<file path="src/pbac_pkg.sv">
// ----------------------------------------------------------------------------
// pbac_pkg
// Shared types and codes of the page allocator with linked chains.
// ----------------------------------------------------------------------------
`timescale 1ns / 1ps
`default_nettype none

package pbac_pkg;

  typedef enum logic [1:0] {
    FN_ALLOC   = 2'd0,
    FN_SET     = 2'd1,
    FN_RELEASE = 2'd2,
    FN_READ    = 2'd3
  } func_t;

  typedef enum logic [1:0] {
    STAT_OK     = 2'd0,
    STAT_NOFREE = 2'd1,
    STAT_RSV    = 2'd2,
    STAT_BOUND  = 2'd3
  } status_t;

  typedef enum logic [2:0] {
    ST_IDLE,
    ST_ALLOC,
    ST_WALK_VISIT,
    ST_WALK_NEXT,
    ST_LINK_WAIT,
    ST_FINISH
  } state_t;

  localparam int unsigned LINK_W   = 7;
  localparam int unsigned CNT_OUT_W = 8;
  localparam int unsigned GRP_BITS = 8;
  localparam int unsigned END_MARK = 2;

endpackage

`default_nettype wire

</file>
<file path="src/page_bitmap_allocator_with_chains.sv">
// Allocate scans one 8-page group a cycle (up to ceil(NUM_PAGES/8) groups); set-link
// goes to finish; read-link waits for the link read; release walks the chain.
// One item at a time: a shared group scanner and the single link read port set the pace.
// Output register holds a finished beat while the next item is accepted.
// Reset is synchronous and active low: link valid bits clear and pages below
// RESERVED_PAGES are marked used.
// ----------------------------------------------------------------------------
// page_bitmap_allocator_with_chains
// First-fit page allocator with a free map, per-page next links and chain release.
// ----------------------------------------------------------------------------
`timescale 1ns / 1ps
`default_nettype none

module page_bitmap_allocator_with_chains
  import pbac_pkg::*;
#(
  parameter int NUM_PAGES      = 128,
  parameter int RESERVED_PAGES = 2
) (
  input  wire logic        clk,
  input  wire logic        rst_n,
  input  wire logic        in_tvalid,
  output logic             in_tready,
  input  wire logic [15:0] in_tdata,   // page_number[6:0], link_value[13:7], zero pad
  input  wire logic [1:0]  in_tuser,   // func[1:0]
  output logic             out_tvalid,
  input  wire logic        out_tready,
  output logic [31:0]      out_tdata   // result_page[6:0], result_link[13:7],
                                       // status[15:14], free_pages[23:16],
                                       // pages_released[31:24]
);

  localparam int PW       = $clog2(NUM_PAGES);
  localparam int CW       = $clog2(NUM_PAGES + 1);
  localparam int NG       = (NUM_PAGES + GRP_BITS - 1) / GRP_BITS;
  localparam int GW       = (NG > 1) ? $clog2(NG) : 1;
  localparam int MW       = NG * GRP_BITS;
  localparam int LOW_PAGE = (RESERVED_PAGES > END_MARK) ? RESERVED_PAGES : END_MARK;
  localparam logic [NUM_PAGES-1:0] MAP_INIT = {NUM_PAGES{1'b1}} << RESERVED_PAGES;

  function automatic logic walkable(input logic [LINK_W-1:0] v);
    return (32'(v) >= LOW_PAGE) && (32'(v) < NUM_PAGES);
  endfunction

  function automatic logic in_map(input logic [LINK_W-1:0] v);
    return 32'(v) < NUM_PAGES;
  endfunction

  state_t               state_r, state_nxt;
  logic [NUM_PAGES-1:0] free_map_r, free_map_nxt;
  logic [CW-1:0]        count_r, count_nxt;
  logic [CW-1:0]        steps_r, steps_nxt;
  logic [CW-1:0]        rel_r, rel_nxt;
  logic [GW-1:0]        grp_r, grp_nxt;
  logic [PW-1:0]        cur_r, cur_nxt;
  logic [LINK_W-1:0]    res_page_r, res_page_nxt;
  logic [LINK_W-1:0]    res_link_r, res_link_nxt;
  status_t              status_r, status_nxt;
  logic                 out_valid_r, out_valid_nxt;
  logic [31:0]          out_data_r, out_data_nxt;

  logic                 accept;
  logic                 out_free;
  func_t                in_func;
  logic [LINK_W-1:0]    in_page;
  logic [LINK_W-1:0]    in_link;
  logic [MW-1:0]        map_pad;
  logic [GRP_BITS-1:0]  grp_word;
  logic [2:0]           pe;
  logic                 grp_hit;
  logic                 grp_last;
  logic [GW+2:0]        hit_idx;
  logic [PW-1:0]        alloc_page;

  logic                 lm_wr_en;
  logic                 lm_clr_en;
  logic [PW-1:0]        lm_wr_addr;
  logic [PW-1:0]        lm_rd_addr;
  logic [LINK_W-1:0]    link_q;

  assign in_tready  = (state_r == ST_IDLE);
  assign accept     = in_tvalid && in_tready;
  assign out_free   = !out_valid_r || out_tready;
  assign out_tvalid = out_valid_r;
  assign out_tdata  = out_data_r;

  assign in_func = func_t'(in_tuser);
  assign in_page = in_tdata[6:0];
  assign in_link = in_tdata[13:7];

  // first-fit scan, one group of eight pages a cycle
  assign map_pad  = MW'(free_map_r);
  assign grp_word = map_pad[{grp_r, 3'b000} +: GRP_BITS];
  assign grp_hit  = |grp_word;
  assign grp_last = (grp_r == GW'(NG - 1));

  always_comb begin
    pe = 3'd0;
    for (int i = GRP_BITS - 1; i >= 0; i--) begin
      if (grp_word[i]) begin
        pe = 3'(i);
      end
    end
  end

  assign hit_idx    = {grp_r, pe};
  assign alloc_page = PW'(hit_idx);

  assign lm_wr_en   = accept && (in_func == FN_SET) && walkable(in_page);
  assign lm_clr_en  = (state_r == ST_ALLOC) && grp_hit;
  assign lm_wr_addr = (state_r == ST_ALLOC) ? alloc_page : PW'(in_page);
  assign lm_rd_addr = (state_r == ST_IDLE) ? PW'(in_page) : cur_r;

  pbac_link_mem #(
    .NUM_PAGES (NUM_PAGES)
  ) u_link_mem (
    .clk     (clk),
    .rst_n   (rst_n),
    .wr_en   (lm_wr_en),
    .clr_en  (lm_clr_en),
    .wr_addr (lm_wr_addr),
    .wr_data (in_link),
    .rd_addr (lm_rd_addr),
    .rd_data (link_q)
  );

  always_comb begin
    state_nxt = state_r;
    unique case (state_r)
      ST_IDLE: begin
        if (accept) begin
          unique case (in_func)
            FN_ALLOC:   state_nxt = ST_ALLOC;
            FN_SET:     state_nxt = ST_FINISH;
            FN_RELEASE: state_nxt = walkable(in_page) ? ST_WALK_VISIT : ST_FINISH;
            FN_READ:    state_nxt = in_map(in_page) ? ST_LINK_WAIT : ST_FINISH;
            default:    state_nxt = ST_FINISH;
          endcase
        end
      end
      ST_ALLOC: begin
        if (grp_hit || grp_last) begin
          state_nxt = ST_FINISH;
        end
      end
      ST_WALK_VISIT: state_nxt = ST_WALK_NEXT;
      ST_WALK_NEXT: begin
        if (!walkable(link_q) || (steps_r >= CW'(NUM_PAGES))) begin
          state_nxt = ST_FINISH;
        end else begin
          state_nxt = ST_WALK_VISIT;
        end
      end
      ST_LINK_WAIT: state_nxt = ST_FINISH;
      ST_FINISH: begin
        if (out_free) begin
          state_nxt = ST_IDLE;
        end
      end
      default: state_nxt = ST_IDLE;
    endcase
  end

  always_comb begin
    free_map_nxt  = free_map_r;
    count_nxt     = count_r;
    steps_nxt     = steps_r;
    rel_nxt       = rel_r;
    grp_nxt       = grp_r;
    cur_nxt       = cur_r;
    res_page_nxt  = res_page_r;
    res_link_nxt  = res_link_r;
    status_nxt    = status_r;
    out_valid_nxt = out_valid_r && !out_tready;
    out_data_nxt  = out_data_r;
    unique case (state_r)
      ST_IDLE: begin
        if (accept) begin
          res_page_nxt = '0;
          res_link_nxt = '0;
          rel_nxt      = '0;
          steps_nxt    = '0;
          grp_nxt      = '0;
          cur_nxt      = PW'(in_page);
          status_nxt   = STAT_OK;
          unique case (in_func)
            FN_ALLOC:   status_nxt = STAT_OK;
            FN_SET:     status_nxt = walkable(in_page) ? STAT_OK : STAT_RSV;
            FN_RELEASE: status_nxt = walkable(in_page) ? STAT_OK : STAT_RSV;
            FN_READ:    status_nxt = in_map(in_page) ? STAT_OK : STAT_RSV;
            default:    status_nxt = STAT_OK;
          endcase
        end
      end
      ST_ALLOC: begin
        if (grp_hit) begin
          free_map_nxt[alloc_page] = 1'b0;
          if (count_r != '0) begin
            count_nxt = count_r - CW'(1);
          end
          res_page_nxt = LINK_W'(hit_idx);
          status_nxt   = STAT_OK;
        end else if (grp_last) begin
          res_page_nxt = '0;
          status_nxt   = STAT_NOFREE;
        end else begin
          grp_nxt = grp_r + GW'(1);
        end
      end
      ST_WALK_VISIT: begin
        if (!free_map_r[cur_r]) begin
          free_map_nxt[cur_r] = 1'b1;
          count_nxt           = count_r + CW'(1);
          rel_nxt             = rel_r + CW'(1);
        end
        steps_nxt = steps_r + CW'(1);
      end
      ST_WALK_NEXT: begin
        if (walkable(link_q)) begin
          if (steps_r >= CW'(NUM_PAGES)) begin
            status_nxt = STAT_BOUND;
          end else begin
            cur_nxt = PW'(link_q);
          end
        end
      end
      ST_LINK_WAIT: begin
        res_link_nxt = link_q;
      end
      ST_FINISH: begin
        if (out_free) begin
          out_valid_nxt = 1'b1;
          out_data_nxt  = {CNT_OUT_W'(rel_r), CNT_OUT_W'(count_r), status_r,
                           res_link_r, res_page_r};
        end
      end
      default: begin
        out_valid_nxt = out_valid_r && !out_tready;
      end
    endcase
  end

  always_ff @(posedge clk) begin
    if (!rst_n) begin
      state_r     <= ST_IDLE;
      free_map_r  <= MAP_INIT;
      count_r     <= CW'(NUM_PAGES - RESERVED_PAGES);
      steps_r     <= '0;
      rel_r       <= '0;
      grp_r       <= '0;
      cur_r       <= '0;
      out_valid_r <= 1'b0;
    end else begin
      state_r     <= state_nxt;
      free_map_r  <= free_map_nxt;
      count_r     <= count_nxt;
      steps_r     <= steps_nxt;
      rel_r       <= rel_nxt;
      grp_r       <= grp_nxt;
      cur_r       <= cur_nxt;
      out_valid_r <= out_valid_nxt;
    end
  end

  always_ff @(posedge clk) begin
    res_page_r <= res_page_nxt;
    res_link_r <= res_link_nxt;
    status_r   <= status_nxt;
    out_data_r <= out_data_nxt;
  end

endmodule

`default_nettype wire

</file>
<file path="src/pbac_link_mem.sv">
// ----------------------------------------------------------------------------
// pbac_link_mem
// Next-page link store: one write port, one registered read port, and a
// valid bit per page so that unwritten or cleared links read as zero.
// ----------------------------------------------------------------------------
`timescale 1ns / 1ps
`default_nettype none

module pbac_link_mem
  import pbac_pkg::*;
#(
  parameter int NUM_PAGES = 128
) (
  input  wire logic                         clk,
  input  wire logic                         rst_n,
  input  wire logic                         wr_en,
  input  wire logic                         clr_en,
  input  wire logic [$clog2(NUM_PAGES)-1:0] wr_addr,
  input  wire logic [LINK_W-1:0]            wr_data,
  input  wire logic [$clog2(NUM_PAGES)-1:0] rd_addr,
  output logic      [LINK_W-1:0]            rd_data
);

  logic [LINK_W-1:0]    mem_r [NUM_PAGES];
  logic [NUM_PAGES-1:0] vld_r;
  logic [LINK_W-1:0]    rd_q_r;
  logic                 rd_vld_r;

  always_ff @(posedge clk) begin
    if (wr_en) begin
      mem_r[wr_addr] <= wr_data;
    end
    rd_q_r <= mem_r[rd_addr];
  end

  always_ff @(posedge clk) begin
    if (!rst_n) begin
      vld_r    <= '0;
      rd_vld_r <= 1'b0;
    end else begin
      if (wr_en) begin
        vld_r[wr_addr] <= 1'b1;
      end else if (clr_en) begin
        vld_r[wr_addr] <= 1'b0;
      end
      rd_vld_r <= vld_r[rd_addr];
    end
  end

  assign rd_data = rd_vld_r ? rd_q_r : '0;

endmodule

`default_nettype wire

</file>
<file path="config.mk">
export PLATFORM = sky130hd
export DESIGN_NAME = page_bitmap_allocator_with_chains
export DESIGN_NICKNAME = d
export VERILOG_FILES = /design/src/pbac_pkg.sv /design/src/page_bitmap_allocator_with_chains.sv /design/src/pbac_link_mem.sv
export SDC_FILE = /design/constraint.sdc
export NUM_CORES = 2
export LEC_CHECK = 0
export BUFFER_PORTS_ARGS = -buffer_cell sky130_fd_sc_hd__buf_2
export CORE_MARGIN = 2
export CORE_UTILIZATION = 40
export DETAILED_ROUTE_END_ITERATION = 6
export GPL_TIMING_DRIVEN = 0
export PLACE_DENSITY = 0.6
export SLEW_MARGIN = 20
export SYNTH_ARGS = -nofsm -noshare
export SYNTH_HDL_FRONTEND = slang
export SYNTH_SLANG_ARGS = --single-unit
</file>
<file path="constraint.sdc">
create_clock -name clk -period 4.8 [get_ports clk]
set_clock_uncertainty 0.1 [all_clocks]
set_input_delay 0.24 -clock clk [delete_from_list [all_inputs] [get_ports clk]]
set_output_delay 0.24 -clock clk [all_outputs]
set_load 0.005 [all_outputs]
</file>
Yosys cells after proc, flatten, opt, wreduce, memory -nomap -nowiden
Memories as Yosys holds them, arrays and structs flattened. A register that Yosys moved wholly into a read port is not among the register bits.
Cells that the tools add are included.
Operators by class
  add/subtract/negate cells: 5
  magnitude comparators: 10
  equal/unequal tests: 21
  shifts and indexed selects: 1
  muxes and demuxes: 66
  bitwise logic cells: 6
  reduce and logical (&&, ||, !) cells: 38
Operators by type and width (number)
  $mux W128: 4
  $and A128 B128 Y128: 2
  $not A128 Y128: 2
  $or A128 B128 Y128: 2
  $pmux W128 S2: 1
  $shiftx A128 B8 Y8: 1
  $mux W7: 9
  $pmux W8 S2: 3
  $pmux W7 S2: 3
  $mux W8: 5
  $mux W3: 13
  $lt A7 B8 Y1 const B: 4
  $add A8 B1 Y8 const B: 3
  $demux W1 S7: 3
  $ge A7 B1 Y1 const B: 3
  $pmux W3 S6: 1
  $ne A2 B2 Y1 const B: 8
  $bmux W1 S7: 2
  $ge A7 B2 Y1 const B: 2
  $mux W2: 6
  $mux W4: 3
  $pmux W3 S4: 1
  $reduce_and A3 Y1: 4
  $reduce_and A4 Y1: 3
  other kinds (27): 59
Storage, ports and cells
  register bits after elaboration: 344
  bits in writable memories: 896
  input port bits: 22
  output and inout bits: 34
  logic and storage cells: 162
  memories kept: 1
Memories
  u_link_mem.mem_r: words 128, bits a word 7, read ports 1, clocked after memory_dff 1, write ports 1, RTL line pbac_link_mem.sv:24  | logic [LINK_W-1:0] mem_r [NUM_PAGES];

Depth between registers and ports, before layout
  depth in word-level cells: 18
  mapped depth: 14
  gate-level depth less buffers: 12

Modules after synthesis
From an unflattened synthesis, not the netlist that was laid out.
Unflattened totals
  cell total of the unflattened synthesis: 3447
  area total of the unflattened synthesis: 52460.3 sq um
By module, submodules not included
  pbac_link_mem: times used 1, cells an instance 2276, area each 40948.0 sq um, seq. area each 29628.4 sq um
  page_bitmap_allocator_with_chains: times used 1, cells an instance 1171, area each 11512.3 sq um, seq. area each 4784.6 sq um

Worst setup path before layout
Ideal clock, no wire load.
  path type: register -> register
  from: reg grp_r[0]
  to: mem u_link_mem.mem_r[99][0], enable pin
  library setup time: 0.360 ns
  data arrival time: 3.545 ns
  required time: 4.340 ns
  setup slack: 0.795 ns
  cell stages (with the launch flop): 14
  path buffers: 6
  period minus slack after synthesis: 4.005 ns
  path through: dfxtp_1 > buf_2 > buf_6 > buf_6 > clkbuf_1 > mux4_2 > a22oi_1 > nand2_1 > a211o_1 > a311oi_4 > buf_4 > nand3_2 > buf_2 > nor2_1
On the way
  cells in the longest elaborated chain, start to end: 10
Ends and longest elaborated chain
  from (decl): RTL line page_bitmap_allocator_with_chains.sv:54  | logic [GW-1:0] grp_r, grp_nxt;
  from (signal assigned): RTL line page_bitmap_allocator_with_chains.sv:259  | grp_r <= grp_nxt;
  $shiftx A128 B8 Y8: RTL line page_bitmap_allocator_with_chains.sv:93  | assign grp_word = map_pad[{grp_r, 3'b000} +: GRP_BITS];
  $mux W3 (8 in series): RTL line page_bitmap_allocator_with_chains.sv:100  | if (grp_word[i]) begin
  $mux W7 *: RTL line page_bitmap_allocator_with_chains.sv:111  | assign lm_wr_addr = (state_r == ST_ALLOC) ? alloc_page : PW'(in_page);
  to (decl): RTL line pbac_link_mem.sv:24
Every way passes the cells marked *; elsewhere a longest branch is shown, timed or not.

Worst setup path after layout
  from: reg cur_r[1]
  to: reg u_link_mem.rd_q_r[2], read port of u_link_mem.mem_r
On the way
  cells in the longest elaborated chain, start to end: 1
Ends and longest elaborated chain
  from (decl): RTL line page_bitmap_allocator_with_chains.sv:55  | logic [PW-1:0] cur_r, cur_nxt;
  from (signal assigned): RTL line page_bitmap_allocator_with_chains.sv:260  | cur_r <= cur_nxt;
  $mux W7: RTL line page_bitmap_allocator_with_chains.sv:112  | assign lm_rd_addr = (state_r == ST_IDLE) ? PW'(in_page) : cur_r;
  to (decl): RTL line pbac_link_mem.sv:26  | logic [LINK_W-1:0] rd_q_r;
No other way between the ends.
A chain may end at the register's enable or synchronous reset.

==> impl_metrics.ini <==
[yosys]
yosys_warnings = 0
netlist_instances = 3795
synth_flop_cell = edfxtp_1
ys_seq_area_share_pct = 64.9
avgSynthCellArea_um2 = 14.0
synth-seq-cells = 1247
ys_types = 86
ys_async_sr_fraction_pct = 0
syn-cell-area_um2 = 53000
synth_edf_count = 944

[worst_setup_path]
crit_required_ns = 5.31
crit_start = cur_r[1]
cp-start-kind = flip-flop
ff2ff_path_depth = 11
critPathKind = reg2reg
reg2reg_from = cur_r[1]
arrival_ns = 5.39
cp-end-kind = flip-flop
crit_path_max_fanout = 10

[power_and_ir_drop]
power_density_nw_per_um2 = 527
power_mw = 32.5
power_frac_clock_pct = 31.9
p_leak_nw = 19.8
p_int_mw = 21.0
netSwitchingFraction_pct = 35.4
comb_power_share_pct = 31.2
p_seq_share_pct = 36.9
vdd_drop_max_uv = 356
p_sw_mw = 11.5

[sta]
fmax_mhz = 205
slew-limit-headroom_pct = 16.6
rsz0062_at_grt = yes
timing.final.ws_setup_ns = -0.0785
fin_crit_sh_pct = 102
setup_tns_ns = -0.241
tightest_slew_ns = 1.25
final_max_slew_viol_count = 0
fin_crit_ns = 4.88
setup_violations = 9
hold_viol = 0

[clock_tree]
clk_pin_slew_ns = 0.06
h-tree-depth = 4
cts_buffers = 135
clockBufferDepth = 3
clock_sinks = 1247
cts_tree = yes
root_buffer = clkbuf_16
clkLatencyLatePin_ns = 0.79

[placement]
placed_area_um2 = 55900
dp_hpwl_um = 125000
io_buffer_count = 53
place_ws_ns = -2.00
gp_congestion = 1.01

[run_status]
violations = negative setup slack
outcome = complete, but fails checks

[detailed_routing]
dr.pass1.iters = 6
via_per_inst = 6.23
routed_wl_um = 179000
drtIter0Drc = 5019
routedWlPerCell_um = 30.3
drc = 0
ant_nets = 0
vias = 36740

[finish]
regArea_um2 = 34400
multiInputGateArea_um2 = 18200
drive_gt1_share_pct = 21.5
area_growth_pct = 16.4
final_nets = 4074
fin_area_um2 = 61700
fillers = 11625
fin_util_pct = 46.9

[floorplan]
rows = 133
io_pins = 56
initial_core_util_pct = 40.3
dieHeight_um = 368
fp.dieW_um = 368
dieArea_um2 = 135000
core_area_um2 = 131000

[grt]
antenna_found_initial = 1
grt_pass1_vias = 35498
grt_overflow_total = 0
grt_pass1_wl_um = 255000
track_usage_pct = 26.1
grt_max_degree = 97

[worst_hold_path]
min_from = rst_n
hold_class = in2reg
holdPathStages = 4

[run]
cap_violations = 0
==> layer usage <==
layer | share of wire [%] | vias to the layer above | track usage, %
met1 | 39 | 18644 | 34.7
met3 | 9.6 | 479 | 5.98
li1 | - | 15397 | -
met5 | 0 | - | 0
met2 | 46 | 2220 | 39.9
met4 | 5.5 | 0 | 13.7
==> synthesized netlist by cell type, types with 37 or more instances <==
master | count | area share [%]
edfxtp_1 | 944 | 53
mux2i_1 | 37 | 0.70
a32oi_1 | 75 | 1.2
clkbuf_1 | 181 | 1.3
dfxtp_1 | 303 | 11
nor2_1 | 261 | 1.8
a32o_1 | 64 | 1.2
nand4_1 | 56 | 0.66
inv_1 | 91 | 0.64
o22ai_1 | 64 | 0.76
nand2_1 | 448 | 3.2
buf_2 | 64 | 0.60
nor4_1 | 80 | 0.94
a211oi_1 | 50 | 0.71
nand3_1 | 297 | 2.8
mux4_2 | 278 | 12
a21oi_1 | 93 | 0.88
==> repair_timing <==
action,CTS,global route
setup endpoints to repair,1125,844
endpoints found under the hold margin,347,0
cloned,0,0
pin swaps,3,3
setup buffers,7,0
resized for setup,291,68
hold buffers,19,0
==> worst max-delay path, cell delays in order (launching register included) <==
cell,delay [ns]
dfxtp_1,0.61
buf_2,0.36
clkbuf_2,0.39
clkbuf_2,0.44
mux2_2,0.36
clkbuf_2,0.54
clkbuf_2,0.49
mux4_2,0.28
nand2_1,0.05
nand3_1,0.20
nand4_1,0.33
nor4_2,0.52
==> per-stage QoR <==
stage / instances / hold WS [ns]
3_5_place_dp: 5632 / 0.305
4_1_cts: 5893 / 0.0291
5_1_grt: 5893 / 0.107
6_report: 5895 / 0.0875
2_1_floorplan: 3808 / 0.239
3_3_place_gp: 5616 / 0.305
==> power by group through the flow <==
stage | logic (mW) | clock network, mW | registers (mW)
global route | 10.5 | 10.9 | 12.0
global placement | 9.46 | 0 | 12.2
floorplan | 5.74 | 0 | 12.2
CTS | 9.88 | 10.5 | 12.0
detailed placement | 9.57 | 0 | 12.2
finish | 10.2 | 10.4 | 12.0
==> layout make-up <==
cell class / count / share of cell area (%)
tap: 1755 / 3.56
inverter: 95 / 0.580
clock buffer: 171 / 5.86
multi-input combinational: 2187 / 29.5
antenna: 2 / 0.00811
buffer: 273 / 2.15
clock inverter: 70 / 1.24
sequential: 1247 / 55.8
timing repair buffer: 95 / 1.36
==> kinds of logic (layout without fill, tap and decap cells) <==
family / count (synthesis) / in the layout / share of synthesized area, %
buf+inv: 374 / 704 / 2.85
xor+xnor: 7 / 7 / 0.116
simple gates: 1285 / 1285 / 11.2
mux: 334 / 334 / 12.9
other cells: 1 / 16 / 0.00708
compound gates: 529 / 529 / 7.49
fa+ha+maj: 18 / 18 / 0.439
flops: 1247 / 1247 / 64.9
==> worst paths after layout <==
path / to / slack [ns]
max reg2reg: u_link_mem.rd_q_r[2] / -0.08
min: free_map_r[120] / 0.09
max: u_link_mem.rd_q_r[2] / -0.08
min reg2reg: out_tdata[4] / 0.32
==> placed cells by master (no fill, tap or decap), types with 50 or more instances in the layout <==
| cell type | Yosys | final |
|---|---|---|
| edfxtp_1 | 944 | 944 |
| nand2_1 | 448 | 446 |
| dfxtp_1 | 303 | 302 |
| nand3_1 | 297 | 292 |
| mux4_2 | 278 | 278 |
| clkbuf_1 | 181 | 153 |
| nor2_1 | 261 | 139 |
| clkbuf_16 | 0 | 137 |
| buf_2 | 64 | 109 |
| a21oi_1 | 93 | 93 |
| inv_1 | 91 | 91 |
| nor2_4 | 0 | 81 |
| a32oi_1 | 75 | 75 |
| nor4_1 | 80 | 71 |
| a32o_1 | 64 | 64 |
| o22ai_1 | 64 | 64 |
| nand4_1 | 56 | 56 |
| a211oi_1 | 50 | 50 |
No activity file was read; power rests on OpenSTA's default activity.
